<file path="src/hw/rtl/stbs_pkg.sv">
// Shared types and codes for the sorted table binary search block.
// No dependencies; used by the controller, datapath and top level.
`timescale 1ns / 1ps

package stbs_pkg;

  // Width of every input field and of the result position
  localparam int FIELD_W = 8;

  // Item kind carried on s_tuser
  localparam logic CMD_WRITE  = 1'b0;
  localparam logic CMD_SEARCH = 1'b1;

  typedef enum logic [1:0] {
    ST_IDLE,
    ST_SEARCH,
    ST_EMPTY
  } state_t;

  // Controller to datapath
  typedef struct packed {
    logic wr_en;     // store the write item's entry
    logic load;      // capture a search item and probe its first midpoint
    logic step;      // narrow the range and probe the next midpoint
    logic post;      // load the result register
    logic post_hit;  // result is a hit at the current midpoint
  } ctrl_cmd_t;

  // Datapath to controller
  typedef struct packed {
    logic init_empty;  // incoming search range is empty
    logic hit;         // probed entry equals the target
    logic next_empty;  // range is empty after this step
    logic out_free;    // result register can take a word this cycle
  } dp_status_t;

endpackage

</file>
<file path="src/hw/rtl/stbs_ram.sv">
// Generic simple dual-port RAM: one write port, one read port, registered read.
// No dependencies.
`timescale 1ns / 1ps

module stbs_ram #(
  parameter int WIDTH = 8,
  parameter int DEPTH = 256
) (
  input  logic                     clk,
  input  logic                     wr_en,
  input  logic [$clog2(DEPTH)-1:0] wr_addr,
  input  logic [WIDTH-1:0]         wr_data,
  input  logic [$clog2(DEPTH)-1:0] rd_addr,
  output logic [WIDTH-1:0]         rd_data
);

  logic [WIDTH-1:0] mem [DEPTH];

  always_ff @(posedge clk) begin
    if (wr_en) begin
      mem[wr_addr] <= wr_data;
    end
    rd_data <= mem[rd_addr];
  end

endmodule

</file>
<file path="src/hw/rtl/stbs_ctrl.sv">
// Controller state machine for the binary search block.
// Depends on stbs_pkg.
`timescale 1ns / 1ps

module stbs_ctrl (
  input  logic                   clk,
  input  logic                   rst,
  input  logic                   s_tvalid,
  output logic                   s_tready,
  input  logic                   item_cmd,
  input  stbs_pkg::dp_status_t   status,
  output stbs_pkg::ctrl_cmd_t    cmd
);

  stbs_pkg::state_t state, state_next;
  logic             accept;

  always_ff @(posedge clk) begin
    if (rst) begin
      state <= stbs_pkg::ST_IDLE;
    end else begin
      state <= state_next;
    end
  end

  always_comb begin
    state_next = state;
    cmd        = '0;
    s_tready   = 1'b0;
    accept     = 1'b0;
    case (state)
      stbs_pkg::ST_IDLE: begin
        s_tready = 1'b1;
        accept   = s_tvalid;
        if (accept && item_cmd == stbs_pkg::CMD_WRITE) begin
          cmd.wr_en = 1'b1;
        end else if (accept) begin
          cmd.load   = 1'b1;
          state_next = status.init_empty ? stbs_pkg::ST_EMPTY : stbs_pkg::ST_SEARCH;
        end
      end
      stbs_pkg::ST_SEARCH: begin
        if (status.hit || status.next_empty) begin
          // hold the probe until the result register frees up
          if (status.out_free) begin
            cmd.post     = 1'b1;
            cmd.post_hit = status.hit;
            state_next   = stbs_pkg::ST_IDLE;
          end
        end else begin
          cmd.step = 1'b1;
        end
      end
      stbs_pkg::ST_EMPTY: begin
        if (status.out_free) begin
          cmd.post   = 1'b1;
          state_next = stbs_pkg::ST_IDLE;
        end
      end
      default: begin
        state_next = stbs_pkg::ST_IDLE;
      end
    endcase
  end

endmodule

</file>
<file path="src/hw/rtl/stbs_dpath.sv">
// Datapath for the binary search block: range registers, midpoint, table RAM,
// result register. Depends on stbs_pkg and stbs_ram.
`timescale 1ns / 1ps

module stbs_dpath #(
  parameter int TABLE_DEPTH = 256,
  parameter int ENTRY_BITS  = 8
) (
  input  logic                           clk,
  input  logic                           rst,
  input  logic [stbs_pkg::FIELD_W-1:0]   entry_index,
  input  logic [stbs_pkg::FIELD_W-1:0]   entry_value,
  input  logic [stbs_pkg::FIELD_W-1:0]   target,
  input  logic [stbs_pkg::FIELD_W-1:0]   low_index,
  input  logic [stbs_pkg::FIELD_W-1:0]   high_index,
  input  stbs_pkg::ctrl_cmd_t            cmd,
  output stbs_pkg::dp_status_t           status,
  output logic                           out_valid,
  input  logic                           out_ready,
  output logic                           found,
  output logic [stbs_pkg::FIELD_W-1:0]   position
);

  localparam int IDX_W      = $clog2(TABLE_DEPTH);
  localparam int FW         = stbs_pkg::FIELD_W;
  localparam int SEARCH_MAX = (TABLE_DEPTH - 1 < 255) ? TABLE_DEPTH - 1 : 255;

  // Range is [lo, hip1): hip1 is one past the last position
  logic [FW:0]           lo, hip1, lo_next, hip1_next;
  logic [FW-1:0]         mid, mid_next;
  logic [FW-1:0]         mid_in, hi_sat;
  logic [FW:0]           lo_in, hip1_in;
  logic [FW+1:0]         sum_in, sum_next;
  logic [ENTRY_BITS-1:0] tgt;
  logic [ENTRY_BITS-1:0] rd_data;
  logic [IDX_W-1:0]      rd_addr;
  logic                  wr_ok;

  // Incoming range, high end clipped to the table
  always_comb begin
    hi_sat  = (int'(high_index) > SEARCH_MAX) ? FW'(SEARCH_MAX) : high_index;
    lo_in   = {1'b0, low_index};
    hip1_in = {1'b0, hi_sat} + (FW+1)'(1);
    sum_in  = {1'b0, lo_in} + {1'b0, hip1_in} - (FW+2)'(1);
    mid_in  = sum_in[FW:1];
  end

  // Narrow the range around the current probe
  always_comb begin
    lo_next   = lo;
    hip1_next = hip1;
    if (tgt > rd_data) begin
      lo_next = {1'b0, mid} + (FW+1)'(1);
    end else begin
      hip1_next = {1'b0, mid};
    end
    sum_next = {1'b0, lo_next} + {1'b0, hip1_next} - (FW+2)'(1);
    mid_next = sum_next[FW:1];
  end

  always_comb begin
    status.init_empty = (lo_in >= hip1_in);
    status.hit        = (rd_data == tgt);
    status.next_empty = (lo_next >= hip1_next);
    status.out_free   = !out_valid || out_ready;
  end

  always_ff @(posedge clk) begin
    if (cmd.load) begin
      lo   <= lo_in;
      hip1 <= hip1_in;
      mid  <= mid_in;
      tgt  <= ENTRY_BITS'(target);
    end else if (cmd.step) begin
      lo   <= lo_next;
      hip1 <= hip1_next;
      mid  <= mid_next;
    end
  end

  // Probe address follows the midpoint that will be compared next cycle
  always_comb begin
    if (cmd.load) begin
      rd_addr = IDX_W'(mid_in);
    end else if (cmd.step) begin
      rd_addr = IDX_W'(mid_next);
    end else begin
      rd_addr = IDX_W'(mid);
    end
  end

  assign wr_ok = cmd.wr_en && (int'(entry_index) < TABLE_DEPTH);

  stbs_ram #(
    .WIDTH (ENTRY_BITS),
    .DEPTH (TABLE_DEPTH)
  ) u_table (
    .clk     (clk),
    .wr_en   (wr_ok),
    .wr_addr (IDX_W'(entry_index)),
    .wr_data (ENTRY_BITS'(entry_value)),
    .rd_addr (rd_addr),
    .rd_data (rd_data)
  );

  // Result register
  always_ff @(posedge clk) begin
    if (rst) begin
      out_valid <= 1'b0;
    end else if (cmd.post) begin
      out_valid <= 1'b1;
    end else if (out_ready) begin
      out_valid <= 1'b0;
    end
  end

  always_ff @(posedge clk) begin
    if (cmd.post) begin
      found    <= cmd.post_hit;
      position <= cmd.post_hit ? mid : '0;
    end
  end

endmodule

</file>
<file path="src/hw/rtl/sorted_table_binary_search_top.sv">
// Top level of the sorted table binary search block.
// Depends on stbs_pkg, stbs_ctrl, stbs_dpath (which holds stbs_ram).
`timescale 1ns / 1ps
//
//  channel | dir | tdata                                   | tuser
//  --------+-----+-----------------------------------------+------------------
//  s_*     | in  | entry_index, entry_value, target,       | cmd (0 write,
//          |     | low_index, high_index (8 bits each)     |      1 search)
//  m_*     | out | position (8 bits)                       | found
//
//  A write word gives no result and leaves the input ready. A search word
//  probes the table once per step, up to nine probes for a 256-entry
//  table; each probe loops through the RAM's registered read, the compare
//  and the midpoint adder. An empty range gives a miss at position zero
//  without a search. Reset clears the controller and the result valid; the
//  table holds whatever it held until written. A stalled result holds the
//  search at its last probe, while the next word waits for the search.
//

module sorted_table_binary_search_top #(
  parameter int TABLE_DEPTH = 256,
  parameter int ENTRY_BITS  = 8
) (
  input  logic        clk,
  input  logic        rst,
  input  logic        s_tvalid,
  output logic        s_tready,
  // [7:0] entry_index, [15:8] entry_value, [23:16] target,
  // [31:24] low_index, [39:32] high_index
  input  logic [39:0] s_tdata,
  // [0] cmd
  input  logic [0:0]  s_tuser,
  output logic        m_tvalid,
  input  logic        m_tready,
  // [7:0] position
  output logic [7:0]  m_tdata,
  // [0] found
  output logic [0:0]  m_tuser
);

  stbs_pkg::ctrl_cmd_t  cmd;
  stbs_pkg::dp_status_t status;

  // Sequence writes and searches; the probe loop runs in the datapath
  stbs_ctrl u_ctrl (
    .clk      (clk),
    .rst      (rst),
    .s_tvalid (s_tvalid),
    .s_tready (s_tready),
    .item_cmd (s_tuser[0]),
    .status   (status),
    .cmd      (cmd)
  );

  // Unpack the input word straight into the datapath fields
  stbs_dpath #(
    .TABLE_DEPTH (TABLE_DEPTH),
    .ENTRY_BITS  (ENTRY_BITS)
  ) u_dpath (
    .clk         (clk),
    .rst         (rst),
    .entry_index (s_tdata[7:0]),
    .entry_value (s_tdata[15:8]),
    .target      (s_tdata[23:16]),
    .low_index   (s_tdata[31:24]),
    .high_index  (s_tdata[39:32]),
    .cmd         (cmd),
    .status      (status),
    .out_valid   (m_tvalid),
    .out_ready   (m_tready),
    .found       (m_tuser[0]),
    .position    (m_tdata)
  );

endmodule

</file>
<file path="config.mk">
export PLATFORM = sky130hd
export DESIGN_NAME = sorted_table_binary_search_top
export DESIGN_NICKNAME = d
export VERILOG_FILES = /design/src/hw/rtl/stbs_pkg.sv /design/src/hw/rtl/stbs_ram.sv /design/src/hw/rtl/stbs_ctrl.sv /design/src/hw/rtl/stbs_dpath.sv /design/src/hw/rtl/sorted_table_binary_search_top.sv
export SDC_FILE = /design/constraint.sdc
export NUM_CORES = 2
export LEC_CHECK = 0
export ABC_AREA = 1
export BUFFER_PORTS_ARGS = -buffer_cell sky130_fd_sc_hd__buf_2
export CAP_MARGIN = 0
export CORE_ASPECT_RATIO = 1.5
export CORE_MARGIN = 2
export CORE_UTILIZATION = 30
export DETAILED_ROUTE_END_ITERATION = 6
export REMOVE_ABC_BUFFERS = 1
export SETUP_SLACK_MARGIN = 0.2
export SYNTH_ARGS = -nofsm -noshare
export SYNTH_HDL_FRONTEND = slang
export SYNTH_HIERARCHICAL = 1
export SYNTH_SLANG_ARGS = --single-unit
</file>
<file path="constraint.sdc">
create_clock -name clk -period 6.45 [get_ports clk]
set_clock_uncertainty 0.1 [all_clocks]
set_input_delay 0.9675 -clock clk [delete_from_list [all_inputs] [get_ports clk]]
set_output_delay 0.9675 -clock clk [all_outputs]
set_load 0.1 [all_outputs]
</file>
---- After elaboration in Yosys (flattened, before gate mapping) ----
Memories as Yosys holds them, arrays and structs flattened. A register that Yosys moved wholly into a read port is not among the register bits.
Index checks and enable logic that the tools add are counted.
storage, ports and cells
  bits of input ports ..................... 45
  memory bits (writable) .................. 2048
  output and inout bits ................... 11
  memories ................................ 1
  flip-flop bits (word level) ............. 46
memories
  name                 depth  width  read ports  clocked after Yosys merged registers in  write ports  line            text
  u_dpath.u_table.mem  256    8      1           1                                        1            stbs_ram.sv:17  logic [WIDTH-1:0] mem [DEPTH];
cells by class
  order comparisons ....................... 3
  bitwise operators ....................... 1
  eq/ne operators ......................... 6
  mux-type cells .......................... 30
  add/sub/neg operators ................... 6
  reduce and logical (&&, ||, !) cells .... 8
operators with widths
  operator                                                                count
  9-bit 2-to-1 mux                                                        4
  8-bit 2-to-1 mux                                                        4
  8-bit by 1-bit adder with 9-bit output (second input constant)          2
  9-bit by 1-bit subtractor with 9-bit output (second input constant)     2
  2-bit 2-to-1 mux                                                        8
  1-bit 2-to-1 mux                                                        12
  8-bit by 9-bit adder with 9-bit output                                  1
  9-bit adder                                                             1
  8-bit by 9-bit greater-or-equal comparator with 1-bit output            1
  9-bit greater-or-equal comparator                                       1
  8-bit equality test                                                     1
  8-bit > comparator                                                      1
  2-bit case mux with 3 select lines                                      1
  2-bit != test (second input constant)                                   2
  2-bit nonzero test                                                      2
  3-bit AND reduction                                                     1
  2-bit by 1-bit equality test with 1-bit output (second input constant)  1
  2-bit equality test (second input constant)                             1
  2-bit logical NOT                                                       1
  1-bit logical OR                                                        2
  2-bit by 1-bit != test with 1-bit output (second input constant)        1
  1-bit case mux with 2 select lines                                      1
  1-bit logical AND                                                       1
  1-bit logical NOT                                                       1
  1-bit inverter                                                          1

---- Longest topological paths before layout ----
  depth in word-level cells ............... 8
  mapped depth ............................ 44

---- Cells and area by module ----
Netlist, hierarchy kept.
modules (own cells, without submodules)
  module      area an instance (um^2)  instances  cells an instance
  stbs_ram    83396.2                  1          7003
  stbs_dpath  3846.2                   1          498
  stbs_ctrl   267.8                    1          45

---- Worst setup path before layout ----
Ideal clock, no wire load.
  kind .................................... register -> register
  start ................................... register u_dpath.tgt[7]
  end ..................................... register u_dpath.u_table.rd_data[5] (read register of u_dpath.u_table.mem)
  path buffers ............................ 4
  arrival time ............................ 4.956 ns
  library setup time ...................... 0.112 ns
  cell stages (with the launch flop) ...... 36
  clock period less this slack ............ 5.169 ns
  path slack .............................. 1.281 ns
  cells stage by stage .................... edfxtp_1 > ha_1 > a21o_1 > nor2_2 > nand2_4 > nand2_4 > buf_6 > clkinv_1 > o21ai_0 > inv_1 > ha_1 > inv_1 > nor2_1 > nand2_1 > nand3_1 > a21oi_1 > o211ai_1 > nor2_1 > nand2_1 > inv_1 > clkinv_1 > nand2_1 > o221ai_1 > buf_4 > inv_2 > buf_2 > buf_2 > nand3_1 > nand3_1 > nand3_1 > nand3_1 > nand3_1 > nand3_1 > nand2_1 > nand2_1 > nand2_1
RTL lines
  item                      line              text
  start: declaration        stbs_dpath.sv:34  logic [ENTRY_BITS-1:0] tgt;
  start signal: assignment  stbs_dpath.sv:73  tgt <= ENTRY_BITS'(target);
  end: declaration          stbs_ram.sv:14    output logic [WIDTH-1:0] rd_data

==> flow_metrics.env <==
export IMPL_status="complete, no violations"
export IMPL_synth_fa_ha_area_frac=0.00809
export IMPL_clk_pin_slew_ps=70
export IMPL_final_nets=7610
export IMPL_post_synth_cell_area_avg_um2=11.6
export IMPL_synth_simple_gate_area_share=0.231
export IMPL_cp_max_fo=22
export IMPL_grt_overflow=0
export IMPL_die_area_um2=296000
export IMPL_synth_top_family_by_area="simple AND/OR/NAND/NOR gates"
export IMPL_yosysSeqAreaShare=0.719
export IMPL_ant_nets=0
export IMPL_path_class="reg2reg"
export IMPL_netlist_top_cells_area="edfxtp_1 71%, nand3_1 12%, nand2_1 9.6%"
export IMPL_cts_tree="done"
export IMPL_synthMuxAreaShare=0.000343
export IMPL_via_count=58649
export IMPL_maxSlewHeadroom=0.219
export IMPL_rsz0062_at_grt="false"
export IMPL_design_area_um2=98900
export IMPL_syn_to_final_growth_pct=13.0
export IMPL_clockRootBuffer="clkbuf_16"
export IMPL_place_gp_congestion=0.886
export IMPL_drive_gt1_frac=0.0793
export IMPL_grt_max_degree=147
export IMPL_cp_required_ps=7120
export IMPL_ys_ff_latch=2102
export IMPL_ioPinCount=56
export IMPL_drv_slew=0
export IMPL_first_pass_iters=6
export IMPL_stdcell_count=11441
export IMPL_max_freq_ghz=0.168
export IMPL_ys_types=44
export IMPL_setup_violations_final=0
export IMPL_finalCriticalPeriod_ps=5950
export IMPL_ys_warnings_count=6
export IMPL_drc_errors=0
export IMPL_synth_edff_count=2082
export IMPL_yosys_most_used_dff="edfxtp_1"
export IMPL_rows=242
export IMPL_end_kind="flop"
export IMPL_portBuffers=55
export IMPL_routed_wl_um=260000
export IMPL_initial_core_util=0.302
export IMPL_drt_iter0_drc=6131
export IMPL_insertion_delay_ps=840
export IMPL_clock_path_buffers=4
export IMPL_async_flop_share=0
export IMPL_grt_use_total=0.169
export IMPL_synth_top_area_frac=0.714
export IMPL_max_stage_delay_ps=360
export IMPL_slowest_stage="dfxtp_1"
export IMPL_placed_area_um2=92200
export IMPL_grt_pass1_wl_um=379000
export IMPL_cp_start_kind="flop"
export IMPL_synthCells=7546
export IMPL_dp_hpwl_um=154000
export IMPL_synth_compound_area_frac=0.00452
export IMPL_dp_cells=11073
export IMPL_h_tree_depth=4
export IMPL_critPathTopFamily="simple AND/OR/NAND/NOR gates"
export IMPL_vias_per_cell=5.13
export IMPL_tightest_slew_ps=1170
export IMPL_cts_sinks=2102
export IMPL_die_w_um=445
export IMPL_grt_pass1_vias=57535
export IMPL_synth_xor_area_frac=0.00150
export IMPL_antenna_found_initial=8
export IMPL_cap_violations=0
export IMPL_cp_num_buf_inv=10
export IMPL_hold_class="in2reg"
export IMPL_wl_per_cell_um=22.7
export IMPL_synth_top_cell_by_area="edfxtp_1"
export IMPL_fp_dieH_um=665
export IMPL_syn_cell_area_um2=87500
export IMPL_core_area_um2=290000
export IMPL_hold_viol_final=0
export IMPL_ctsHoldBuffers=0
export IMPL_finalCritPeriodShare=0.922
export IMPL_numCtsBuffers=186
export IMPL_arrival_ps=6610
export IMPL_r2r_setup_slack_ps=500
cell families after synthesis:
family | count (synthesis)
compound gates | 72
xor+xnor | 15
fa+ha+maj | 56
buf+inv | 640
flops | 2102
mux | 3
simple gates | 4658
cell usage in the layout, fill, tap and decap left out, types with 24 or more instances in the layout:
master / Yosys / layout
a21oi_1: 24 / 24
buf_12: 0 / 46
buf_2: 268 / 47
buf_4: 46 / 125
clkbuf_1: 118 / 37
clkbuf_16: 0 / 196
clkinv_1: 3 / 33
clkinv_2: 0 / 36
edfxtp_1: 2082 / 2082
ha_1: 55 / 55
inv_1: 140 / 137
nand2_1: 2248 / 2235
nand2_2: 17 / 27
nand3_1: 2050 / 2038
nor2_1: 308 / 306
o21ai_0: 35 / 30
per-layer routing:
layer	routed length (µm)	vias up	track usage	part of all wire
met5	20	-	0	0.000077
met4	16500	2	0.0993	0.064
met3	16300	601	0.0206	0.063
met2	133000	2362	0.305	0.51
met1	93900	29174	0.192	0.36
li1	-	26510	-	-
final timing paths:
path                                   start                         end  cells past startpoint
setup / recovery  u_dpath/u_table/rd_data[7]  u_dpath/u_table/rd_data[1]                     36
hold / removal                           rst           u_dpath/out_valid                      2
setup reg to reg  u_dpath/u_table/rd_data[7]  u_dpath/u_table/rd_data[1]                     36
hold reg to reg                u_dpath/lo[8]               u_dpath/lo[8]                      2
stage by stage:
| step | worst slack (ps) | utilization | TNS, ps | hold slack [ps] |
|---|---|---|---|---|
| 5_1_grt | 175 | 0.341 | 0 | 177 |
| 3_5_place_dp | -311 | 0.318 | -1500 | 372 |
| 3_3_place_gp | -416 | 0.318 | -2370 | 370 |
| 2_1_floorplan | -87980 | - | -763720 | 350 |
| 6_report | 504 | 0.341 | 0 | 197 |
| 4_1_cts | 185 | 0.339 | 0 | 141 |
synthesized netlist by cell type (2+ instances only):
cell type,n
nor2_4,2
edfxtp_1,2082
buf_4,46
nand3_2,3
nand3b_1,9
nor2_2,2
nand2_4,7
dfxtp_1,20
inv_1,140
o211ai_1,2
ha_1,55
o221ai_1,2
nand2_1,2248
xnor2_1,2
a21o_1,2
buf_1,40
o21ai_0,35
mux2i_1,3
buf_2,268
clkbuf_1,118
xor2_1,13
buf_6,19
nor2_1,308
nand4_1,3
clkinv_1,3
nand3_1,2050
inv_2,4
a21oi_1,24
nor3_1,5
nand2_2,17
layout make-up:
| class | count | area, µm² |
|---|---|---|
| inverter | 148 | 591 |
| timing repair buffer | 264 | 3030 |
| timing repair inverter | 3 | 33.8 |
| fill | 28355 | 191000 |
| sequential | 2102 | 62900 |
| tap | 3782 | 4730 |
| clock buffer | 228 | 4880 |
| multi-input combinational | 4804 | 21700 |
| clock inverter | 103 | 943 |
| antenna | 7 | 17.5 |
timing repair:
item | 4_1_cts | 5_1_grt
resized for setup | 24 | 51
endpoints found under the setup margin | 8 | 8
cloned | 7 | 8
setup buffers | 12 | 3
pin swaps | 1 | 2
state kept, by name (all words and copies together), names as in the netlist:
signal	cells
u_dpath/u_table/mem	2048
u_dpath/hip1	9
u_dpath/lo	9
u_dpath/mid	8
u_dpath/position	8
u_dpath/tgt	8
u_dpath/u_table/rd_data	8
u_ctrl/state	2
u_dpath/found	1
u_dpath/out_valid	1
Power is not shown: default switching activity piles up to over one toggle a cycle in this logic, so the estimate is an artifact.
